===== src/rtl/jmm_pkg.sv =====
// Shared types for the Jones matrix multiply pipeline.
`timescale 1ns / 1ps
`default_nettype none

package jmm_pkg;

  // Signed Q1.15 component.
  typedef logic signed [15:0] q15_t;

  // Packed complex entry: real part in the upper half, imaginary in the lower half.
  typedef struct packed {
    q15_t re;
    q15_t im;
  } cplx_t;

  // Input matrix pair: entries 0..3 are left 11, 12, 21, 22; entries 4..7 are right.
  typedef cplx_t [7:0] mats_t;

  // Result matrix: entries 0..3 are 11, 12, 21, 22.
  typedef cplx_t [3:0] result_t;

  // Exact Q2.30 product of two Q1.15 values.
  typedef logic signed [31:0] prod_t;

  // The eight partial products of one entry a*b + c*d.
  typedef struct packed {
    prod_t ar_br;
    prod_t ai_bi;
    prod_t cr_dr;
    prod_t ci_di;
    prod_t ar_bi;
    prod_t ai_br;
    prod_t cr_di;
    prod_t ci_dr;
  } prods_t;

  typedef prods_t [3:0] prod_set_t;

  // Sum of four Q2.30 products needs two extra bits.
  typedef logic signed [33:0] acc_t;

  typedef struct packed {
    acc_t re;
    acc_t im;
  } acc_cplx_t;

  typedef acc_cplx_t [3:0] acc_set_t;

  // Entry layout inside mats_t.
  localparam int unsigned LeftBase  = 0;
  localparam int unsigned RightBase = 4;

endpackage

`default_nettype wire


===== src/rtl/jmm_accum.sv =====
// Sum stage: adds the partial products into exact real and imaginary sums.
`timescale 1ns / 1ps
`default_nettype none

module jmm_accum (
  input  wire logic               clk,
  input  wire logic               rst,
  input  wire logic               in_valid,
  output logic                    in_ready,
  input  wire jmm_pkg::prod_set_t in_prods,
  output logic                    out_valid,
  input  wire logic               out_ready,
  output jmm_pkg::acc_set_t       out_sums
);
  import jmm_pkg::*;

  acc_set_t sums_next;

  // Sign-extend a product to the sum width.
  function automatic acc_t ext(input prod_t p);
    return {{2{p[31]}}, p};
  endfunction

  assign in_ready = !out_valid || out_ready;

  // Real part: ar*br - ai*bi + cr*dr - ci*di; imaginary: ar*bi + ai*br + cr*di + ci*dr.
  always_comb begin
    for (int k = 0; k < 4; k++) begin
      sums_next[k].re = ext(in_prods[k].ar_br) - ext(in_prods[k].ai_bi)
                      + ext(in_prods[k].cr_dr) - ext(in_prods[k].ci_di);
      sums_next[k].im = ext(in_prods[k].ar_bi) + ext(in_prods[k].ai_br)
                      + ext(in_prods[k].cr_di) + ext(in_prods[k].ci_dr);
    end
  end

  always_ff @(posedge clk) begin
    if (rst) begin
      out_valid <= 1'b0;
    end else if (in_ready) begin
      out_valid <= in_valid;
    end
  end

  always_ff @(posedge clk) begin
    if (in_ready && in_valid) begin
      out_sums <= sums_next;
    end
  end

endmodule

`default_nettype wire


===== config.mk =====
export PLATFORM = sky130hd
export DESIGN_NAME = jmm_accum
export DESIGN_NICKNAME = d
export VERILOG_FILES = /design/src/rtl/jmm_pkg.sv /design/src/rtl/jmm_accum.sv
export SDC_FILE = /design/constraint.sdc
export NUM_CORES = 2
export LEC_CHECK = 0
export BUFFER_PORTS_ARGS = -buffer_cell sky130_fd_sc_hd__buf_2
export CORE_AREA = 4 4 505 507
export DETAILED_ROUTE_END_ITERATION = 10
export DIE_AREA = 0 0 509 511
export HOLD_SLACK_MARGIN = 0.03
export SYNTH_ARGS = -nofsm -noshare
export SYNTH_HDL_FRONTEND = slang
export SYNTH_SLANG_ARGS = --single-unit

===== constraint.sdc =====
create_clock -name clk -period 13.7 [get_ports clk]
set_input_delay 4.11 -clock clk [delete_from_list [all_inputs] [get_ports clk]]
set_output_delay 4.11 -clock clk [all_outputs]
set_load 0.02 [all_outputs]

# Word-level counts from Yosys, hierarchy flattened
# Index checks and enable logic that the tools add are counted.
word_totals:
  word_cells: 36
  regBits: 273
  inputBits: 1028
  output_inout_bits: 274
op_classes:
  n_addsub: 24
  reduce_logical: 3
op_table:
  columns: ["cell", "count"]
  rows:
  - ["33-bit by 32-bit adder with 34-bit output", 8]
  - ["34-bit by 32-bit adder with 34-bit output", 4]
  - ["34-bit by 32-bit subtractor with 34-bit output", 4]
  - ["32-bit by 32-bit adder with 33-bit output", 4]
  - ["32-bit by 32-bit subtractor with 33-bit output", 4]
  - ["1-bit logical AND", 1]
  - ["1-bit zero test", 1]
  - ["1-bit logical OR", 1]

# Logic depth before layout (Yosys ltp)
logic_depth:
  word_depth: 3
  ltp_mapped: 17
  ltp_nobuf: 17

# Worst setup path after synthesis
# OpenSTA, ideal clock, no wires.
synth_path:
  path_type: "input port to flip-flop"
  startpoint: "input port out_ready"
  endpoint: "register out_sums[0] (netlist name), enable pin"
  setup_time_ns: 0.667
  slack_ns: 2.454
  arrival_time_ns: 10.580
  path_buffers: 0
  cell_stages: 2
  t_required_ns: 13.033
  path_cell_list: "nand2b_1 and2_1"
synth_via:
  elab_chain_cells: 2
synth_lines:
  columns: ["element", "line", "source"]
  rows:
  - ["from (decl)", "jmm_accum.sv:12", "input wire logic out_ready,"]
  - ["1-bit logical OR", "jmm_accum.sv:24", "assign in_ready = !out_valid || out_ready;"]
  - ["1-bit logical AND", "jmm_accum.sv:45", "if (in_ready && in_valid) begin"]
  - ["to (signal assigned)", "jmm_accum.sv:46", "out_sums <= sums_next;"]
  - ["to (decl)", "jmm_accum.sv:13", "output jmm_pkg::acc_set_t out_sums"]
# Every way passes these cells.
# A chain may end at the register's enable or synchronous reset.

# Final worst setup path
layout_path:
  startpoint: "input port out_ready"
  endpoint: "output port in_ready"
layout_via:
  elab_chain_cells: 1
layout_lines:
  columns: ["element", "line", "source"]
  rows:
  - ["1-bit logical OR", "jmm_accum.sv:24", null]
  - ["to (decl)", "jmm_accum.sv:9", "output logic in_ready,"]
# Every way passes these cells.

==> impl_metrics.yaml <==
power_and_ir_drop:
  p_leak_nw: 24.39
  p_switching_mw: 4.013
  p_int_mw: 4.031
  share_seq_of_total_power: 0.199
  powerDensity_nw_per_um2: 167.0
  vdd_ir_drop_max_uv: 79.17
  pwr-share-comb: 0.649
  sw_frac_of_total: 0.4989
  clock_power_share: 0.152
timing:
  hold_viol_final: 0
  rsz0062_at_grt: "no"
  post-route-period-util: 0.6304
  max_slew_margin: 0.1885
  min_period_ps: 8637
  slew_violations: 0
  timing.hold.ws_ps: 521.5
  fmax_ghz: 0.1158
  worst_pin_slew_ps: 1210
  fin_setup_tns_ps: 0
  setup-violations-final: 0
  skew_ps: 24.34
place:
  gp_congestion: 0.9612
  numPortBuffers: 1301
  dp_hpwl_mm: 175.0
clock_tree:
  clk_pin_slew_ps: 60
  cts_made_buffers: 44
  root_buffer: "clkbuf_16"
  cts_tree: "done"
  clockBufferDepth: 3
  post_cts_resize_count: 0
  hold_buffers: 0
  h-tree-depth: 2
  cts.sinks: 273
  clk_latency_ps: 650
  postCtsSetupBuffers: 0
logic_synthesis:
  ys_types: 75
  synth_top_family_by_area: "adder cells"
  ys_seq_area_frac: 0.2276
  syn-instance-count: 3769
  synth_simple_gate_area_share: 0.06822
  muxShareOfSynthArea: 0.0005566
  syn-num-nets: 5585
  synthAdderAreaFrac: 0.3826
  yosys-top-cells-area: "fa_1 (29%), edfxtp_1 (23%), inv_1 (12%)"
  synth_xor_area_frac: 0.05771
  synth_top_area_share: 0.2894
  async_flop_share: 0
  synth_edf_count: 272
  ys.flop_type: "edfxtp_1"
  syn_avg_cell_area_um2: 9.543
  synth_warnings: 0
  synth_compound_area_frac: 0.1390
  yosysTopAreaCell: "fa_1"
  ys_seq_elements: 273
  syn-cell-area_um2: 35970
final_layout:
  nNetsFinal: 6889
  syn_to_final_growth_pct: 33.95
  layout-drive-gt1-share: 0.2753
  final_common_cell: "buf_2"
  seq_area_um2: 8188
  fill_cells: 28120
  multi_input_area_um2: 23340
  mostFrequentLayoutCells: "buf_2 (1301), inv_1 (1139), fa_1 (520)"
status:
  outcome: "complete, no violations"
worst_setup_path:
  worstPathMaxFanout: 3
  worstSetupEndpointType: "output pin"
  cp.arrival_ps: 4530
  critPathSlowestCell: "buf_2"
  path_cells: "buf_2 -> nand2b_1 -> buf_2"
  cpMostUsedCell: "buf_2"
  critPathRequiredTime_ps: 9590
  slowest_delay_ps: 170
  worstSetupPathType: "in -> out"
  startpoint_type: "input port"
route:
  avgViaCountPerCell: 3.734
  drtIter0Drc: 1802
  ant_nets: 0
  routed_wl_mm: 193.6
  post-route-drc-count: 0
  wl_per_cell_um: 22.79
  via_count: 31720
  firstDrtPassIters: 5
hold_path:
  hp-class: "reg -> reg"
floorplan:
  fp.dieW_um: 509
  die_area_um2: 260100
  ios: 1302
  core_um2: 250500
  die_y_um: 511
  rows: 184
  start_util: 0.1436
global_routing:
  grt_antenna_before_repair: 116
  grt_overflow: 0
  grt_max_degree: 102
  grt_pass1_vias: 32600
  grt_pass1_wl_mm: 258.4
  grt_usage: 0.1439
run:
  drv_cap: 0
## metrics by stage
step / total power, mW / cells / instance area (µm²) / worst slack, ps / util
floorplan: 4.740 / 3769 / 35970 / 2454 / -
global placement: 6.928 / 8375 / 46590 / 4670 / 0.1860
detailed placement: 6.913 / 8375 / 46590 / 4709 / 0.1860
CTS: 8.243 / 8456 / 48080 / 5059 / 0.1919
global route: 8.709 / 8477 / 48130 / 5037 / 0.1922
finish: 8.044 / 8497 / 48180 / 5063 / 0.1924
## power by group through the flow
stage	Combinational [mW]	Sequential, mW	Clock [mW]
finish	5.22	1.60	1.22
floorplan	2.69	2.05	0
CTS	5.34	1.61	1.30
global route	5.76	1.63	1.32
detailed placement	5.30	1.61	0
global placement	5.32	1.61	0
## cell usage after synthesis (9+ instances only)
cell / n
a31oi_1: 27
clkbuf_1: 50
a221oi_1: 9
fa_1: 520
nor2b_1: 31
nand4_1: 29
inv_1: 1139
nor3_1: 29
o21bai_1: 42
o21a_1: 32
a211oi_1: 22
xnor2_1: 150
nand2_1: 141
nand3_1: 51
a21o_1: 137
nand2b_1: 23
and3_1: 34
and2_1: 19
o31ai_1: 10
o211ai_1: 11
nor2_1: 118
edfxtp_1: 272
ha_1: 268
a21oi_1: 251
xor2_1: 87
o21ai_0: 132
## cell type report
| type | instances | share of cell area |
|---|---|---|
| inverters | 1139 | 0.08874 |
| repair buffers | 1309 | 0.1369 |
| multi-input cells | 2306 | 0.4844 |
| clock inverters | 27 | 0.006856 |
| clock buffers | 54 | 0.02407 |
| flip-flops and latches | 273 | 0.1699 |
| well taps | 3348 | 0.08695 |
| diodes | 41 | 0.002129 |
## critical path: cells and delay by family
family        cells  cell delay (ps)
simple gates      1              160
buf+inv           2              260
## routing by layer
layer  routed length (µm)  vias to the layer above  GRT usage
met3                22090                      321    0.06249
met2                91240                     1412     0.2410
li1                     -                    14680          -
met5                  379                        -          0
met4                 7417                       58    0.05362
met1                72490                    15250     0.1609
## worst paths after layout
| check | cells after the start | slack [ps] | end | startpoint |
|---|---|---|---|---|
| worst min-delay path | 2 | 520 | out_valid | out_valid |
| worst max-delay path | 3 | 5060 | in_ready | out_ready |
| worst min register to register | 2 | 520 | out_valid | out_valid |
| worst max register to register | 4 | 10920 | out_sums[18] | out_valid |
## state kept, by name, indices dropped and copies added, names as in the netlist
register,count
out_sums,272
out_valid,1
## kinds of logic (layout without fill, tap and decap cells)
logic type / count (synthesis) / count (layout)
flip-flops: 273 / 273
multiplexers: 2 / 2
adder cells (fa/ha/maj): 788 / 788
AO/OA/AOI/OAI: 773 / 773
buffers and inverters: 1190 / 2529
other: 0 / 41
AND/OR/NAND/NOR: 506 / 506
XOR/XNOR: 237 / 237
Note: power is estimated with default switching activity, not from simulation.
