===== src/rtl/jmm_pkg.sv =====
// Shared types for the Jones matrix multiply pipeline.
`timescale 1ns / 1ps
`default_nettype none

package jmm_pkg;

  // Signed Q1.15 component.
  typedef logic signed [15:0] q15_t;

  // Packed complex entry: real part in the upper half, imaginary in the lower half.
  typedef struct packed {
    q15_t re;
    q15_t im;
  } cplx_t;

  // Input matrix pair: entries 0..3 are left 11, 12, 21, 22; entries 4..7 are right.
  typedef cplx_t [7:0] mats_t;

  // Result matrix: entries 0..3 are 11, 12, 21, 22.
  typedef cplx_t [3:0] result_t;

  // Exact Q2.30 product of two Q1.15 values.
  typedef logic signed [31:0] prod_t;

  // The eight partial products of one entry a*b + c*d.
  typedef struct packed {
    prod_t ar_br;
    prod_t ai_bi;
    prod_t cr_dr;
    prod_t ci_di;
    prod_t ar_bi;
    prod_t ai_br;
    prod_t cr_di;
    prod_t ci_dr;
  } prods_t;

  typedef prods_t [3:0] prod_set_t;

  // Sum of four Q2.30 products needs two extra bits.
  typedef logic signed [33:0] acc_t;

  typedef struct packed {
    acc_t re;
    acc_t im;
  } acc_cplx_t;

  typedef acc_cplx_t [3:0] acc_set_t;

  // Entry layout inside mats_t.
  localparam int unsigned LeftBase  = 0;
  localparam int unsigned RightBase = 4;

endpackage

`default_nettype wire


===== src/rtl/jmm_capture.sv =====
// Input register stage: captures a matrix pair and zeroes imaginary parts in real mode.
`timescale 1ns / 1ps
`default_nettype none

module jmm_capture (
  input  wire logic           clk,
  input  wire logic           rst,
  input  wire logic           in_valid,
  output logic                in_ready,
  input  wire logic           in_op,
  input  wire jmm_pkg::mats_t in_mats,
  output logic                out_valid,
  input  wire logic           out_ready,
  output jmm_pkg::mats_t      out_mats
);
  import jmm_pkg::*;

  mats_t mats_next;

  // The stage takes a new item when it is empty or its item moves on.
  assign in_ready = !out_valid || out_ready;

  // Real mode takes every imaginary half as zero.
  always_comb begin
    for (int i = 0; i < 8; i++) begin
      mats_next[i].re = in_mats[i].re;
      mats_next[i].im = in_op ? '0 : in_mats[i].im;
    end
  end

  always_ff @(posedge clk) begin
    if (rst) begin
      out_valid <= 1'b0;
    end else if (in_ready) begin
      out_valid <= in_valid;
    end
  end

  always_ff @(posedge clk) begin
    if (in_ready && in_valid) begin
      out_mats <= mats_next;
    end
  end

endmodule

`default_nettype wire


===== config.mk =====
export PLATFORM = sky130hd
export DESIGN_NAME = jmm_capture
export DESIGN_NICKNAME = d
export VERILOG_FILES = /design/src/rtl/jmm_pkg.sv /design/src/rtl/jmm_capture.sv
export SDC_FILE = /design/constraint.sdc
export NUM_CORES = 1
export LEC_CHECK = 0
export BUFFER_PORTS_ARGS = -buffer_cell sky130_fd_sc_hd__buf_2
export CORE_AREA = 2 2 201 203
export CTS_BUF_LIST = sky130_fd_sc_hd__clkbuf_4
export DETAILED_ROUTE_END_ITERATION = 7
export DIE_AREA = 0 0 203 205
export PLACE_DENSITY_LB_ADDON = 0.25
export SYNTH_ARGS = -nofsm -noshare
export SYNTH_HDL_FRONTEND = slang
export SYNTH_SLANG_ARGS = --single-unit

===== constraint.sdc =====
create_clock -name clk -period 9.5 [get_ports clk]
set_clock_uncertainty 0.1 [all_clocks]
set_input_delay 0.95 -clock clk [delete_from_list [all_inputs] [get_ports clk]]
set_output_delay 0.95 -clock clk [all_outputs]
set_load 0.01 [all_outputs]

# [After elaboration in Yosys (flattened, before gate mapping)]
# Cells that the tools add are included.
[word_totals] elab_cells=20 output_inout_bits=258 regBits=257 in_bits=261
[op_classes] n_reduce_logical=3
[op_table] cell="1-bit logical AND" count=1
[op_table] cell="1-bit zero test" count=1
[op_table] cell="1-bit logical OR" count=1

# [Logic depth before layout (Yosys ltp)]
[logic_depth] word_depth=3 ltp_mapped=3 ltp_nobuf=2

# [Worst setup path after synthesis]
# No wires, ideal clock.
[synth_timing] path_type="input to register" start="in out_ready" end="reg out_mats[0] (netlist name), enable pin" setup_slack_ns=1.761 required_ns=8.750 path_buffers=0 path_stages=2 t_arrival_ns=6.989 setup_ns=0.650 cell_sequence="nand2b_1 -> and2_1"
[synth_via] elab_chain_cells=2
[synth_lines] element="start, declared" line_no="jmm_capture.sv:13" source="input wire logic out_ready,"
[synth_lines] element="1-bit logical OR" line_no="jmm_capture.sv:21" source="assign in_ready = !out_valid || out_ready;"
[synth_lines] element="1-bit logical AND" line_no="jmm_capture.sv:40" source="if (in_ready && in_valid) begin"
[synth_lines] element="end signal, assigned" line_no="jmm_capture.sv:41" source="out_mats <= mats_next;"
[synth_lines] element="end, declared" line_no="jmm_capture.sv:14" source="output jmm_pkg::mats_t out_mats"
# Every way passes these cells.
# A chain may end at the register's enable or synchronous reset.

# [Worst setup path in the final report]
[layout_timing] start="in out_ready" end="reg out_mats[10] (netlist name), enable pin"
# The elaborated chain is that of the path after synthesis.

==> metrics.json <==
{
  "critical_path.top_delay_family": "buffers and inverters",
  "rsz0062_at_grt": "no",
  "post-synth-top-count-cell": "sky130_fd_sc_hd__edfxtp_1",
  "clock_latency_ns": 0.71,
  "period_share_pct": 25.3,
  "drt-vias-per-instance": 3.70,
  "place.detailed.hpwl_mm": 18.3,
  "boundaryPins": 519,
  "critPathCaptureType": "flop",
  "synth_top_cells_by_area": "sky130_fd_sc_hd__edfxtp_1 (89%), sky130_fd_sc_hd__nor2b_1 (9.3%), sky130_fd_sc_hd__buf_4 (0.87%)",
  "layout.core_utilization_pct": 32.6,
  "timing.hold.worst.start": "rst",
  "worstPathMaxFanout": 64,
  "num_vias": 5794,
  "route.detailed.drc": 0,
  "placementRows": 73,
  "fin_ws_ns": 7.09,
  "p_leak_nw": 5.50,
  "timing.max_cap.violations": 0,
  "irDropWorstVdd_mv": 0.0967,
  "drive_gt1_share_pct": 61.7,
  "hold_path_end": "out_valid$_SDFFE_PP0P_",
  "critPathArrivalTime_ns": 2.60,
  "internal-power_mw": 2.07,
  "async_flop_share_pct": 0,
  "drv_slew": 0,
  "worstMarginPinSlew_ns": 0.858,
  "power.share.sequential_pct": 50.2,
  "clockBufferDepth": 3,
  "wire_length_of_the_first_global_routing_pass_mm": 35.1,
  "io_buffer_count": 518,
  "drt_first_pass_iters": 4,
  "timing_hold_violations_final": 0,
  "crit_path_max_incr_delay_ns": 0.76,
  "cp_max_stage_cell": "sky130_fd_sc_hd__buf_4",
  "wl_mm": 25.1,
  "yosysUniqueCellTypes": 10,
  "final.min_clock_period_ns": 2.41,
  "power_frac_comb_pct": 8.2,
  "power.density_cell_area_mw_per_mm2": 209,
  "cts_tree": "done",
  "tritoncts_num_sinks": 257,
  "fin_setup_tns_ns": 0,
  "worst_ep_required_time_ns": 9.70,
  "placedInstanceArea_sq_mm": 0.0118,
  "post_synth_fa_ha_maj_area_fraction_pct": 0,
  "cts_repair_resize_count": 0,
  "synth_simple_gate_area_share_pct": 9.42,
  "cp.buffers_inverters": 2,
  "regToRegSetupSlack_ns": 7.12,
  "timing.rr.end": "out_mats[10]$_SDFFCE_PP0P_",
  "critical_path.cell_chain": "buf_2 -> nand2b_1 -> and2_4 -> buf_4",
  "crit_path_launch_type": "input port",
  "ff2ff_path_depth": 3,
  "cts_root_buffer": "sky130_fd_sc_hd__clkbuf_4",
  "dr.first_iter.drc_count": 149,
  "path_clk_slew_ns": 0.06,
  "fin_area_sq_mm": 0.0128,
  "r2r-start": "out_valid$_SDFFE_PP0P_",
  "dieHeight_um": 205,
  "synth_top_area_share_pct": 89.1,
  "grt.total_usage_pct": 11.5,
  "synth_mux_area_share_pct": 0,
  "layout-area-overhead-vs-synth_pct": 48.7,
  "setup_viols_final": 0,
  "route.detailed.wl_per_inst_um": 16.1,
  "postRouteAntennaNets": 0,
  "pre_cts_ws_ns": 6.34,
  "initial_antenna_violation_count": 6,
  "start_util_pct": 21.9,
  "max_clock_freq_ghz": 0.416,
  "synth_xor_xnor_area_share_pct": 0,
  "synth_nets": 664,
  "cts_hold_repair.buffers": 0,
  "number_of_synthesized_flops_with_an_enable_pin": 256,
  "htreeDepth": 3,
  "cts_setup_buffers": 0,
  "area_of_the_mapped_netlist_sq_mm": 0.00863,
  "switching_share_pct": 22.7,
  "maxSlewHeadroom_pct": 42.8,
  "grt-ovfl-total": 0,
  "ys_seq_elements": 257,
  "cts_inserted_buffers": 74,
  "final_nets": 1247,
  "ys.flop_type": "sky130_fd_sc_hd__edfxtp_1",
  "synth-compound-area-share_pct": 0.0580,
  "yosysWarningCount": 0,
  "place.gp.congestion": 0.721,
  "synth_commonest_cells": "sky130_fd_sc_hd__edfxtp_1 (256), sky130_fd_sc_hd__nor2b_1 (128), sky130_fd_sc_hd__buf_4 (10)",
  "synth_top_family_by_area": "simple AND/OR/NAND/NOR gates",
  "p_switching_mw": 0.608,
  "whs_ns": 0.298,
  "part_of_the_yosys_area_used_for_sequential_elements_pct": 89.3,
  "via_count_of_the_first_global_routing_pass": 5974,
  "worst_hold_path.num_cells": 2,
  "floorplan.die_area_sq_mm": 0.0416,
  "clock_power_share_pct": 41.6,
  "avgSynthCellArea_sq_um": 21.4,
  "crit_type": "in -> reg",
  "post_synth_inst_count": 403,
  "min-delay-path-class": "in -> reg",
  "outcome": "completed",
  "grt_max_degree": 143,
  "synth.largest_area_cell": "sky130_fd_sc_hd__edfxtp_1",
  "floorplan.core_area_sq_mm": 0.0394,
  "die_width_um": 203
}
-- layout by cell type, fill, tap and decap left out, drive strengths merged --
master  count
clkbuf    106
diode       3
nand2b      1
clkinv     14
a21oi       1
bufinv      5
buf       521
dfxtp       1
and2        1
nor2b     128
edfxtp    256
inv         2
-- power by group through the flow --
stage,clock [mW],combinational [mW],sequential [mW]
after CTS,1.18,0.227,1.35
after global placement,0,0.226,1.37
after detailed placement,0,0.227,1.37
after floorplan,0,0.0472,1.43
after global routing,1.24,0.241,1.35
final,1.12,0.220,1.35
-- metal layers --
layer	global-route usage (%)	share of wire, %	vias up
met1	11.3	34	2683
met4	6.62	3.1	6
li1	-	-	2701
met5	0	0.17	-
met2	19.3	50	344
met3	6.33	13	60
-- state kept, by name, summed over array words and instances (netlist names) --
name       cells
out_mats     256
out_valid      1
-- per-stage QoR --
| stage | power (mW) | instances |
|---|---|---|
| finish | 2.68 | 1564 |
| global route | 2.83 | 1562 |
| CTS | 2.76 | 1561 |
| detailed placement | 1.60 | 1435 |
| global placement | 1.60 | 1435 |
| floorplan | 1.47 | 403 |
-- how the worst max path moves through the flow --
stage,from,to,slack [ns],cells after the start
global route,out_valid$_SDFFE_PP0P_,out_mats[10]$_SDFFCE_PP0P_,6.93,3
global placement,out_ready,out_mats[150]$_DFFE_PP_,6.41,4
floorplan,out_ready,out_mats[0]$_SDFFCE_PP0P_,1.76,2
finish,out_ready,out_mats[10]$_SDFFCE_PP0P_,7.09,4
CTS,out_mats[115]$_DFFE_PP_,out_mats[115],7.02,1
detailed placement,out_ready,out_mats[29]$_DFFE_PP_,6.34,4
-- worst register-to-register path: cells and delay by family (launching register included) --
| family | cells | cell delay, ns |
|---|---|---|
| DFF | 1 | 0.31 |
| buffers and inverters | 1 | 0.82 |
| and+or+nand+nor | 2 | 0.70 |
-- cell families after synthesis --
group,Yosys count
buffers and inverters,15
AND/OR/NAND/NOR,130
flip-flops,257
AO/OA/AOI/OAI,1
-- final cells by class --
class                      count  area, sq um
antenna                        3         7.51
clock buffer                 106          796
clock inverter                20          213
fill                        3987        26500
inverter                       1         3.75
multi-input combinational    131          821
sequential                   257         7710
tap                          525          657
timing repair buffer         521         2630
No activity file was read; power rests on OpenSTA's default activity.
