**config.mk**
```make
export PLATFORM = sky130hd
export DESIGN_NAME = jmm_round
export DESIGN_NICKNAME = d
export VERILOG_FILES = /design/src/rtl/jmm_pkg.sv /design/src/rtl/jmm_round.sv
export SDC_FILE = /design/constraint.sdc
export NUM_CORES = 1
export LEC_CHECK = 0
export ABC_CLOCK_PERIOD_IN_PS = 8400
export CAP_MARGIN = 30
export CORE_AREA = 2 2 159 161
export DETAILED_ROUTE_END_ITERATION = 10
export DIE_AREA = 0 0 161 163
export DONT_BUFFER_PORTS = 1
export SETUP_SLACK_MARGIN = 0.3
export SYNTH_ARGS = -nofsm -noshare
export SYNTH_HDL_FRONTEND = slang
export SYNTH_SLANG_ARGS = --single-unit
```
**constraint.sdc**
```tcl
create_clock -name clk -period 8.4 [get_ports clk]
set_input_delay 1.68 -clock clk [delete_from_list [all_inputs] [get_ports clk]]
set_output_delay 1.68 -clock clk [all_outputs]
set_load 0.01 [all_outputs]
```
**src/rtl/jmm_pkg.sv**
```systemverilog
// Shared types for the Jones matrix multiply pipeline.
`timescale 1ns / 1ps
`default_nettype none

package jmm_pkg;

  // Signed Q1.15 component.
  typedef logic signed [15:0] q15_t;

  // Packed complex entry: real part in the upper half, imaginary in the lower half.
  typedef struct packed {
    q15_t re;
    q15_t im;
  } cplx_t;

  // Input matrix pair: entries 0..3 are left 11, 12, 21, 22; entries 4..7 are right.
  typedef cplx_t [7:0] mats_t;

  // Result matrix: entries 0..3 are 11, 12, 21, 22.
  typedef cplx_t [3:0] result_t;

  // Exact Q2.30 product of two Q1.15 values.
  typedef logic signed [31:0] prod_t;

  // The eight partial products of one entry a*b + c*d.
  typedef struct packed {
    prod_t ar_br;
    prod_t ai_bi;
    prod_t cr_dr;
    prod_t ci_di;
    prod_t ar_bi;
    prod_t ai_br;
    prod_t cr_di;
    prod_t ci_dr;
  } prods_t;

  typedef prods_t [3:0] prod_set_t;

  // Sum of four Q2.30 products needs two extra bits.
  typedef logic signed [33:0] acc_t;

  typedef struct packed {
    acc_t re;
    acc_t im;
  } acc_cplx_t;

  typedef acc_cplx_t [3:0] acc_set_t;

  // Entry layout inside mats_t.
  localparam int unsigned LeftBase  = 0;
  localparam int unsigned RightBase = 4;

endpackage

`default_nettype wire

```
**src/rtl/jmm_round.sv**
```systemverilog
// Output stage: rounds each sum to Q1.15, saturates it and holds the result for transfer.
`timescale 1ns / 1ps
`default_nettype none

module jmm_round (
  input  wire logic              clk,
  input  wire logic              rst,
  input  wire logic              in_valid,
  output logic                   in_ready,
  input  wire jmm_pkg::acc_set_t in_sums,
  output logic                   out_valid,
  input  wire logic              out_ready,
  output jmm_pkg::result_t       out_result,
  output logic                   out_sat
);
  import jmm_pkg::*;

  result_t result_next;
  logic    sat_next;
  logic    sat_re [4];
  logic    sat_im [4];

  // Round to nearest with ties upward, then clip to the Q1.15 range.
  function automatic q15_t round_sat(input acc_t acc, output logic clipped);
    logic signed [34:0] biased;
    logic signed [19:0] rnd;
    biased = {acc[33], acc} + 35'sd16384;
    rnd = biased[34:15];
    clipped = 1'b0;
    if (rnd > 20'sd32767) begin
      clipped = 1'b1;
      return 16'sh7fff;
    end else if (rnd < -20'sd32768) begin
      clipped = 1'b1;
      return 16'sh8000;
    end
    return rnd[15:0];
  endfunction

  assign in_ready = !out_valid || out_ready;

  // In real mode the imaginary sums are zero, so they round to zero and never clip.
  always_comb begin
    for (int k = 0; k < 4; k++) begin
      result_next[k].re = round_sat(in_sums[k].re, sat_re[k]);
      result_next[k].im = round_sat(in_sums[k].im, sat_im[k]);
    end
    sat_next = 1'b0;
    for (int k = 0; k < 4; k++) begin
      sat_next = sat_next | sat_re[k] | sat_im[k];
    end
  end

  always_ff @(posedge clk) begin
    if (rst) begin
      out_valid <= 1'b0;
    end else if (in_ready) begin
      out_valid <= in_valid;
    end
  end

  always_ff @(posedge clk) begin
    if (in_ready && in_valid) begin
      out_result <= result_next;
      out_sat    <= sat_next;
    end
  end

endmodule

`default_nettype wire

```
; ---- Word level (Yosys, flattened, before mapping)
; Cells that the tools add are included.
[totals]
regBits = 130
latchBits = 0
mem_bits_rw = 0
mem_bits_ro = 0
in_bits = 276
out_inout_bits = 131
word_cells = 84
mem_count = 0
[op_classes]
n_addsub = 8
multipliers = 0
n_div = 0
order_cmp = 16
eq_ne = 0
n_shift = 0
mux = 40
n_bitwise = 7
n_reduce_logical = 3
[ops]
columns = cell, count
row1 = $mux W16, 24
row2 = $add A34 B16 Y35 const B, 8
row3 = $gt A20 B16 Y1 const B, 8
row4 = $lt A20 B16 Y1 const B, 8
row5 = $mux W1, 16
row6 = $or A1 B1 Y1, 7
row7 = $logic_and A1 B1 Y1, 1
row8 = $logic_not A1 Y1, 1
row9 = $logic_or A1 B1 Y1, 1

; ---- Logic depth before layout (Yosys ltp)
; Gate-level depths: netlist of run 1.
[depth]
word_depth = 11
ltp_mapped = 9
depth_no_buf = 8

; ---- Least setup slack after synthesis of run 1
; OpenSTA, ideal clock, no wires.
[synth_path]
kind = in2reg
from = in out_ready
to = reg out_result[0] in the netlist's numbering, enable pin
setup_ns = 0.504
arrival_time_ns = 4.862
required_time_ns = 7.896
slack_ns = 3.034
cell_stages = 2
n_path_buf = 0
cell_sequence = nand2b_1 and2_1
[synth_between]
elab_chain_cells = 2
[synth_rtl]
columns = element, line_no
row1 = start: declaration, jmm_round.sv:12  ; input wire logic out_ready,
row2 = $logic_or A1 B1 Y1, jmm_round.sv:40  ; assign in_ready = !out_valid || out_ready;
row3 = $logic_and A1 B1 Y1, jmm_round.sv:63  ; if (in_ready && in_valid) begin
row4 = end signal: assignment, jmm_round.sv:64  ; out_result <= result_next;
row5 = end: declaration, jmm_round.sv:13  ; output jmm_pkg::result_t out_result,
; No other way between the ends.
; A chain may end at the register's enable or synchronous reset.

; ---- Worst setup path in the final report of run 1
[layout_path]
from = in in_sums[14] in the netlist's numbering
to = reg out_sat (data pin)
[layout_between]
elab_chain_cells = 11
elab_cells_between_ends = 12
classes_between = add/sub: 1 / order compare: 2 / mux: 2 / bitwise: 7
[layout_rtl]
columns = element, line_no
row1 = start: declaration, jmm_round.sv:10  ; input wire jmm_pkg::acc_set_t in_sums,
row2 = $add A34 B16 Y35 *, jmm_round.sv:27  ; biased = {acc[33], acc} + 35'sd16384;
row3 = $lt A20 B16 Y1, jmm_round.sv:33  ; end else if (rnd < -20'sd32768) begin
row4 = $mux W1, jmm_round.sv:33
row5 = $mux W1 *, jmm_round.sv:30  ; if (rnd > 20'sd32767) begin
row6 = $or A1 B1 Y1 * (7 in series), jmm_round.sv:50  ; sat_next = sat_next | sat_re[k] | sat_im[k];
row7 = net sat_next, jmm_round.sv:19  ; logic sat_next;
row8 = end signal: assignment, jmm_round.sv:65  ; out_sat <= sat_next;
row9 = end: declaration, jmm_round.sv:14  ; output logic out_sat
; The timed path passes the listed nets; every way through them passes the cells marked *.

==> results of run 1 <==
[area by class of cell]
type                    instances  area [um^2]  share of cell area, %
clock buffers                  19          433                   4.96
multi-input cells             573         3680                   42.2
well taps                     330          413                   4.73
clock inverters                10          138                   1.58
inverters                      25         93.8                   1.07
repair buffers                  8         80.1                  0.917
flip-flops and latches        130         3890                   44.6
[power by group]
part | internal (W) | switching [W] | leakage (nW)
logic | 0.0000568 | 0.0000868 | 1.17
registers | 0.000776 | 0.0000439 | 1.21
clock network | 0.000462 | 0.000287 | 0.277
[routing by layer]
| metal | part of all wire, % | up-vias |
|---|---|---|
| met4 | 2.0 | 0 |
| met1 | 41 | 2685 |
| met3 | 10 | 19 |
| met5 | 0 | - |
| li1 | - | 2826 |
| met2 | 47 | 233 |
[kinds of logic after synthesis]
family                   synth area share [%]
AND/OR/NAND/NOR                          19.8
AO/OA/AOI/OAI                            12.9
flip-flops                               50.3
XOR/XNOR                                 12.7
buffers and inverters                    2.35
adder cells (fa/ha/maj)                  1.29
multiplexers                            0.647
[metrics by stage]
step,area [um^2],util [%]
after detailed placement,8160,33.1
after global routing,8730,35.4
final,8730,35.4
after floorplan,7730,-
after global placement,8130,32.9
after CTS,8730,35.4
[worst min-delay path by stage]
stage	endpoint	slack, ns	depth (start not counted)
floorplan	out_valid	0.59	2
detailed placement	out_valid	0.65	2
finish	out_valid	0.65	2
CTS	out_valid	0.66	2
global placement	out_valid	0.63	2
global route	out_valid	0.69	2
[worst register-to-register path, cell delays in order (launching register included)]
cell      delay (ns)
dfxtp_1         0.34
nand2b_1        0.18
and2_4          0.58
buf_4           0.44
buf_16          0.34
[state kept, by name, summed over array words and instances, names as in the netlist]
register,flops
out_result,128
out_valid,1
out_sat,1
[layout by cell type, fill, tap and decap left out, types with 3 or more instances in the layout]
cell type	n
a21oi_1	9
a31oi_1	4
and2_1	7
and3_1	16
and4_1	11
buf_4	7
bufinv_16	3
clkbuf_16	17
edfxtp_1	129
ha_1	8
inv_1	25
mux2i_1	5
nand2_1	48
nand2b_1	5
nand3_1	57
nand4_1	38
nand4b_1	3
nor2_1	45
nor2b_1	4
nor3_1	9
nor4_1	11
o21a_1	5
o21ai_0	108
o21ai_1	16
xnor2_1	50
xor2_1	62
==> impl_metrics.json, run 1 <==
{
  "status": "finished, final reports clean",
  "synth_warnings": 0,
  "setup_ws_ns": 4.23,
  "critPathTopFamily": "compound AO/OA/AOI/OAI gates",
  "layout-drive-gt1-share_pct": 6.67,
  "critPathCapture": "out_sat",
  "power_leakage_nw": 2.66,
  "crit_buf_inv": 0,
  "clockRootBuffer": "clkbuf_16",
  "ys_seq_area_share_pct": 50.3,
  "h-tree-depth": 4,
  "cts_buffer_depth": 2,
  "rsz0062_at_grt": "no",
  "totalWireLength_um": 21300,
  "overflow": 0,
  "syn_area_per_cell_um2": 10.3,
  "vias": 5763,
  "synth_ff_type": "edfxtp_1",
  "numCtsBuffers": 17,
  "synthToLayoutAreaGrowth_pct": 12.9,
  "dp_slack_ns": 3.72,
  "criticalPathCategory": "in -> reg",
  "synthArstFlopShare_pct": 0,
  "setup_viol": 0,
  "io_pins": 407,
  "vias_per_cell": 5.26,
  "cts_resized": 0,
  "synth_common_cells": "edfxtp_1 (129), o21ai_0 (108), xor2_1 (62)",
  "cts_setup_buffers": 0,
  "drc": 0,
  "synthCells": 751,
  "regToRegEndpoint": "out_result[80]",
  "synth_nets": 1035,
  "core_um2": 24700,
  "ctsHoldBuffers": 0,
  "cp.depth": 7,
  "drt-wirelength-per-cell_um": 19.4,
  "grt_use_total_pct": 15.7,
  "worst_path_max_delay_cell": "a22oi_2",
  "antenna_left": 0,
  "first_global_vias": 5565,
  "grt_antenna_before_repair": 0,
  "antenna_cells": 0,
  "pwr_density_cell_nw_per_um2": 196,
  "clock-sinks": 130,
  "finalHoldViolCount": 0,
  "r2r_start": "out_valid",
  "drt_iter0_markers": 251,
  "endpoint_kind": "register",
  "maxCapViolations": 0,
  "gr-usage-met1_pct": 18.4,
  "synth_edf_count": 129,
  "fmax_mhz": 240,
  "slew_viol_final": 0,
  "cp_max_fo": 16,
  "fin_cells": 1095,
  "max_stage_delay_ns": 0.65,
  "synth.most_common_cell": "edfxtp_1",
  "clock_latency_ns": 0.41,
  "initial_utilization_pct": 31.3,
  "fillers": 2508,
  "finalSetupTns_ns": 0,
  "path_cells": "ha_1 > nand2_1 > o41a_1 > a22oi_2 > o2111a_1 > nand4_1 > or4_1",
  "crit_start": "in_sums[14]",
  "die-area_um2": 26200,
  "busiest_layer": "met2",
  "finalCriticalPeriod_ns": 4.17,
  "cts_tree": "built",
  "die-height_um": 163,
  "row_count": 58,
  "ff2ff_setup_slack_ns": 6.13,
  "ys_types": 64,
  "whs_ns": 0.649,
  "cp.required_ns": 8.54,
  "min_from": "out_valid",
  "power_w": 0.00171,
  "met3_usage_pct": 7.64,
  "dp.cells": 1066,
  "cp.arrival_ns": 4.31,
  "skew_ns": 0.00985,
  "cp-start-kind": "input port",
  "place.gp.congestion": 0.847,
  "max_slew.worst_pin.slew_ns": 0.939,
  "synth_top_cells_by_area": "edfxtp_1 (50%), xor2_1 (7.0%), o21ai_0 (7.0%)",
  "worst_hold_path_type": "reg -> reg",
  "r2r_cells": 4,
  "fin_crit_sh_pct": 49.7,
  "synth_top_area_cell": "edfxtp_1",
  "ir_worst_vdd_v": 0.000108,
  "port_buffers": 0,
  "syn-cell-area_um2": 7730,
  "met2_usage_pct": 25.2,
  "grt_max_degree": 62,
  "dp_hpwl_um": 16400,
  "dr.pass1.iters": 4,
  "path_clk_slew_ns": 0.06,
  "die_w_um": 161,
  "ys_ff_latch": 130,
  "grt_pass1_wl_um": 31700,
  "synth_top_area_share_pct": 50.1,
  "maxSlewHeadroom_pct": 37.4,
  "nNetsFinal": 1039
}
Note: power is estimated with default switching activity, not from simulation.
==> run 2, diff against run 1 <==
- ABC_CLOCK_PERIOD_IN_PS: 8400 -> 4000
- clock period: 8.4 -> 4 ns (I/O delays scaled with it)
==> impl_metrics.json, run 2 (synthesized netlist as in run 1, its figures left out) <==
{
  "largest_register_ffs": 128,
  "die_w_um": 161,
  "synthToLayoutAreaGrowth_pct": 13.3,
  "ir_worst_vdd_v": 0.000208,
  "cp-start-kind": "input port",
  "nNetsFinal": 1050,
  "clock_latency_ns": 0.41,
  "cts_resized": 0,
  "dr.pass1.iters": 5,
  "antenna_cells": 0,
  "max_slew.worst_pin.slew_ns": 0.807,
  "die-area_um2": 26200,
  "criticalPathCategory": "in -> reg",
  "maxSlewHeadroom_pct": 46.0,
  "io_pins": 407,
  "cts_setup_buffers": 0,
  "port_buffers": 0,
  "grt_antenna_before_repair": 0,
  "final_common_cell": "edfxtp_1",
  "reg_top3": "out_result x128, out_sat x1, out_valid x1",
  "placed_area_um2": 8240,
  "power_leakage_nw": 2.68,
  "grt_pass1_wl_um": 31900,
  "cp.required_ns": 4.14,
  "endpoint_kind": "register",
  "clock-sinks": 130,
  "seq_power_share_pct": 50.1,
  "fin_crit_sh_pct": 74.1,
  "setup_viol": 0,
  "maxCapViolations": 0,
  "skew_ns": 0.00733,
  "switchingPower_w": 0.000893,
  "totalWireLength_um": 21500,
  "ctsHoldBuffers": 0,
  "p_clk_share_pct": 40.8,
  "mostFrequentLayoutCells": "edfxtp_1 (129), o21ai_0 (108), xor2_1 (62)",
  "pwr_density_cell_nw_per_um2": 392,
  "die-height_um": 163,
  "switching_share_pct": 26.0,
  "cts_buffer_depth": 2,
  "crit_buf_inv": 0,
  "initial_utilization_pct": 31.3,
  "worst_path_max_delay_cell": "or3b_2",
  "grt_use_total_pct": 15.8,
  "max_stage_delay_ns": 0.55,
  "fmax_mhz": 338,
  "layout-drive-gt1-share_pct": 8.10,
  "drt-wirelength-per-cell_um": 19.4,
  "status": "finished, final reports clean",
  "core_um2": 24700,
  "vias": 5841,
  "place.gp.congestion": 0.840,
  "grt_max_degree": 52,
  "cp_max_fo": 6,
  "first_global_vias": 5531,
  "overflow": 0,
  "cts_tree": "built",
  "drc": 0,
  "path_clk_slew_ns": 0.06,
  "dp.cells": 1077,
  "final_area_um2": 8760,
  "clockRootBuffer": "clkbuf_16",
  "h-tree-depth": 4,
  "rsz0062_at_grt": "no",
  "p_int_w": 0.00255,
  "numCtsBuffers": 17,
  "largest_register": "out_result",
  "dp_hpwl_um": 16700,
  "fin_cells": 1108,
  "path_cells": "ha_1 > nand4_1 > nor4_1 > xor2_1 > a21boi_0 > or3b_2 > or4_1",
  "power_frac_comb_pct": 9.1,
  "cp.arrival_ns": 3.10,
  "vias_per_cell": 5.27,
  "antenna_left": 0,
  "drt_iter0_markers": 341,
  "slew_viol_final": 0,
  "worst_hold_path_type": "in -> reg",
  "critPathTopFamily": "simple AND/OR/NAND/NOR gates",
  "finalCriticalPeriod_ns": 2.96,
  "finalSetupTns_ns": 0,
  "finalHoldViolCount": 0,
  "row_count": 58
}
run 2: through the flow:
stage | total power [W] | setup WS, ns | utilization (%) | hold WS [ns]
after floorplan | 0.00196 | 0.839 | - | 0.593
after CTS | 0.00350 | 1.03 | 35.5 | 0.438
final | 0.00344 | 1.04 | 35.5 | 0.458
after global routing | 0.00359 | 0.901 | 35.5 | 0.442
after detailed placement | 0.00207 | 0.584 | 33.4 | 0.650
after global placement | 0.00207 | 0.584 | 33.4 | 0.628
run 2: path summary, 6_finish.rpt:
path,from,slack [ns],to,cells after the start
hold reg to reg,out_valid,0.65,out_valid,2
setup / recovery,in_sums[218],1.04,out_sat,7
setup reg to reg,out_valid,2.15,out_result[97],3
hold / removal,rst,0.46,out_valid,1
run 2: power by group through the flow:
stage	Sequential, W	Combinational (W)	Clock [W]
after floorplan	0.00173	0.000229	0
after global placement	0.00176	0.000310	0
after detailed placement	0.00175	0.000317	0
after CTS	0.00173	0.000317	0.00145
after global routing	0.00173	0.000356	0.00150
final	0.00172	0.000311	0.00140
run 2: cell type report:
cell class | count | area, um^2
fillers | 2513 | 15900
flip-flops and latches | 130 | 3890
multi-input cells | 573 | 3670
clock buffers | 18 | 429
well taps | 330 | 413
repair buffers | 19 | 168
inverters | 25 | 93.8
clock inverters | 13 | 88.8
run 2: routing by layer:
metal / routed length [um] / part of all wire [%] / up-vias / global-route usage, %
met5: 0 / 0 / - / 0
met4: 332 / 1.5 / 0 / 4.67
met3: 2010 / 9.4 / 17 / 6.93
met2: 10000 / 47 / 227 / 25.9
met1: 9150 / 43 / 2739 / 18.9
li1: - / - / 2858 / -
==> run 3, diff against run 2 <==
- ABC_AREA: unset -> 1
- ABC_CLOCK_PERIOD_IN_PS: 4000 -> 2600
- CORE_AREA: 2 2 159 161 -> 2 2 156 158
- DIE_AREA: 0 0 161 163 -> 0 0 158 160
- clock period: 4 -> 2.6 ns (I/O delays scaled with it)
==> impl_metrics.json, run 3 <==
{
  "mostFrequentLayoutCells": "nand2_1 (245), edfxtp_1 (129), nor2_1 (113)",
  "numCtsBuffers": 17,
  "synth_top_area_cell": "edfxtp_1",
  "reg_top3": "out_result x128, out_sat x1, out_valid x1",
  "skew_ns": 0.0134,
  "critPathCapture": "out_result[99]",
  "r2r_start": "out_valid",
  "fillers": 2357,
  "cp.required_ns": 2.77,
  "cp.arrival_ns": 2.18,
  "place.gp.congestion": 0.916,
  "ys_ff_latch": 130,
  "synthToLayoutAreaGrowth_pct": 12.0,
  "worst_hold_path_type": "in -> reg",
  "die-area_um2": 25300,
  "slew_viol_final": 0,
  "power_frac_comb_pct": 11.1,
  "drt-wirelength-per-cell_um": 16.8,
  "vias_per_cell": 4.90,
  "dp_hpwl_um": 19100,
  "path_clk_slew_ns": 0.07,
  "syn_area_per_cell_um2": 8.56,
  "seq_power_share_pct": 47.4,
  "synth_edf_count": 129,
  "port_buffers": 0,
  "dr.pass1.iters": 5,
  "clock_latency_ns": 0.41,
  "synth_top_area_share_pct": 43.8,
  "antenna_left": 0,
  "vias": 6833,
  "synth.most_common_cell": "nand2_1",
  "cts_resized": 0,
  "antenna_cells": 0,
  "status": "finished, final reports clean",
  "drc": 0,
  "synth_ff_type": "edfxtp_1",
  "synthArstFlopShare_pct": 0,
  "largest_register_ffs": 128,
  "die_w_um": 158,
  "cts_buffer_depth": 2,
  "criticalPathCategory": "in -> reg",
  "maxCapViolations": 0,
  "layout-drive-gt1-share_pct": 17.3,
  "first_global_vias": 6510,
  "fmax_mhz": 495,
  "synth_nets": 1318,
  "maxSlewHeadroom_pct": 64.1,
  "cts_tree": "built",
  "placed_area_um2": 9350,
  "p_clk_share_pct": 41.5,
  "clock-sinks": 130,
  "io_pins": 407,
  "overflow": 0,
  "dp.cells": 1363,
  "endpoint_kind": "register",
  "finalCriticalPeriod_ns": 2.02,
  "grt_use_total_pct": 18.4,
  "synth_top_cells_by_area": "edfxtp_1 (44%), nand2_1 (10%), xor2_1 (6.5%)",
  "syn-cell-area_um2": 8850,
  "regToRegEndpoint": "out_result[54]",
  "seqCellArea_um2": 3890,
  "rsz0062_at_grt": "no",
  "ir_worst_vdd_v": 0.000300,
  "ff2ff_setup_slack_ns": 1.02,
  "fin_crit_sh_pct": 77.7,
  "p_int_w": 0.00400,
  "grt_pass1_wl_um": 36000,
  "synthCells": 1034,
  "ctsHoldBuffers": 0,
  "clockRootBuffer": "clkbuf_16",
  "cts_setup_buffers": 0,
  "h-tree-depth": 4,
  "synth_common_cells": "nand2_1 (245), edfxtp_1 (129), nor2_1 (113)",
  "fin_cells": 1395,
  "nNetsFinal": 1342,
  "setup_viol": 0,
  "core_um2": 23800,
  "drt_iter0_markers": 367,
  "final_area_um2": 9920,
  "ys_seq_area_share_pct": 44.0,
  "r2r_cells": 2,
  "grt_max_degree": 49,
  "min_from": "rst",
  "largest_register": "out_result",
  "grt_antenna_before_repair": 0,
  "cp-start-kind": "input port",
  "finalHoldViolCount": 0,
  "power_leakage_nw": 3.70,
  "switching_share_pct": 28.4,
  "ys_types": 38,
  "initial_utilization_pct": 37.2,
  "max_slew.worst_pin.slew_ns": 0.537,
  "multi_input_area_um2": 4430,
  "totalWireLength_um": 23400,
  "pwr_density_cell_nw_per_um2": 563,
  "switchingPower_w": 0.00158,
  "crit_start": "in_sums[218]",
  "row_count": 57,
  "cp_max_fo": 13,
  "die-height_um": 160,
  "synth_warnings": 0,
  "final_common_cell": "nand2_1"
}
## run 3: changes by cell type after synthesis, moves of 18 or more
cell	change
nand2_1	+197
o21ai_0	-51
o21ai_2	+54
inv_1	+77
nand4_1	-22
nor2_2	+18
nor2_1	+68
nand2_2	+22
clkbuf_1	-21
## run 3: worst min-delay path by stage
stage,to,slack [ns],depth (start not counted)
after floorplan,out_valid,0.59,1
after global placement,out_valid,0.59,1
after detailed placement,out_valid,0.59,1
after CTS,out_valid,0.14,1
after global routing,out_valid,0.15,1
final,out_valid,0.17,1
## run 3: power by group through the flow
stage	sequential (W)	clock (W)	combinational (W)
floorplan	0.00265	0	0.000490
finish	0.00264	0.00232	0.000617
global placement	0.00269	0	0.000613
global route	0.00266	0.00249	0.000705
CTS	0.00265	0.00240	0.000626
detailed placement	0.00269	0	0.000624
## run 3: area by class of cell
class | count | share of cell area, %
repair buffers | 21 | 2.09
well taps | 324 | 4.09
inverters | 107 | 4.18
clock buffers | 17 | 4.29
clock inverters | 15 | 1.44
flip-flops and latches | 130 | 39.3
multi-input cells | 781 | 44.7
## run 3: stage by stage
step                      total power [W]  setup TNS [ns]  utilization (%)  hold WS [ns]  worst slack, ns
after floorplan                   0.00314          -64.07                -         0.589           -0.497
after detailed placement          0.00332               0             39.2         0.592            0.137
after CTS                         0.00568               0             41.6         0.144            0.571
after global routing              0.00585               0             41.6         0.147            0.396
final                             0.00558               0             41.6         0.169            0.580
after global placement            0.00331               0             39.2         0.592            0.159
## run 3: cells by family (layout without fill, tap and decap cells)
group / count (synthesis) / count (layout) / share of synthesized area [%]
simple gates: 521 / 521 / 27.1
compound gates: 142 / 142 / 10.8
flops: 130 / 130 / 44.0
buf+inv: 123 / 160 / 6.12
xor+xnor: 110 / 110 / 10.9
fa+ha+maj: 8 / 8 / 1.13
## run 3: metal layers
metal / up-vias / track usage (%) / wire length, um
met3: 16 / 7.14 / 2270
met4: 0 / 4.71 / 310
met1: 3088 / 23.4 / 10100
li1: 3490 / - / -
met2: 239 / 29.4 / 10800
met5: - / 0 / 0
## run 3: critical path, stage by stage
cell and delay, ns:
ha_1 0.18, nand2_2 0.08, nor2_4 0.15, nand2_2 0.11, nor2_4 0.13, nand3_1 0.10, nand2_2 0.09, nor2_1 0.05
nand2_1 0.06, nand2_1 0.13, nand2_2 0.31, o21ai_0 0.13, buf_4 0.15
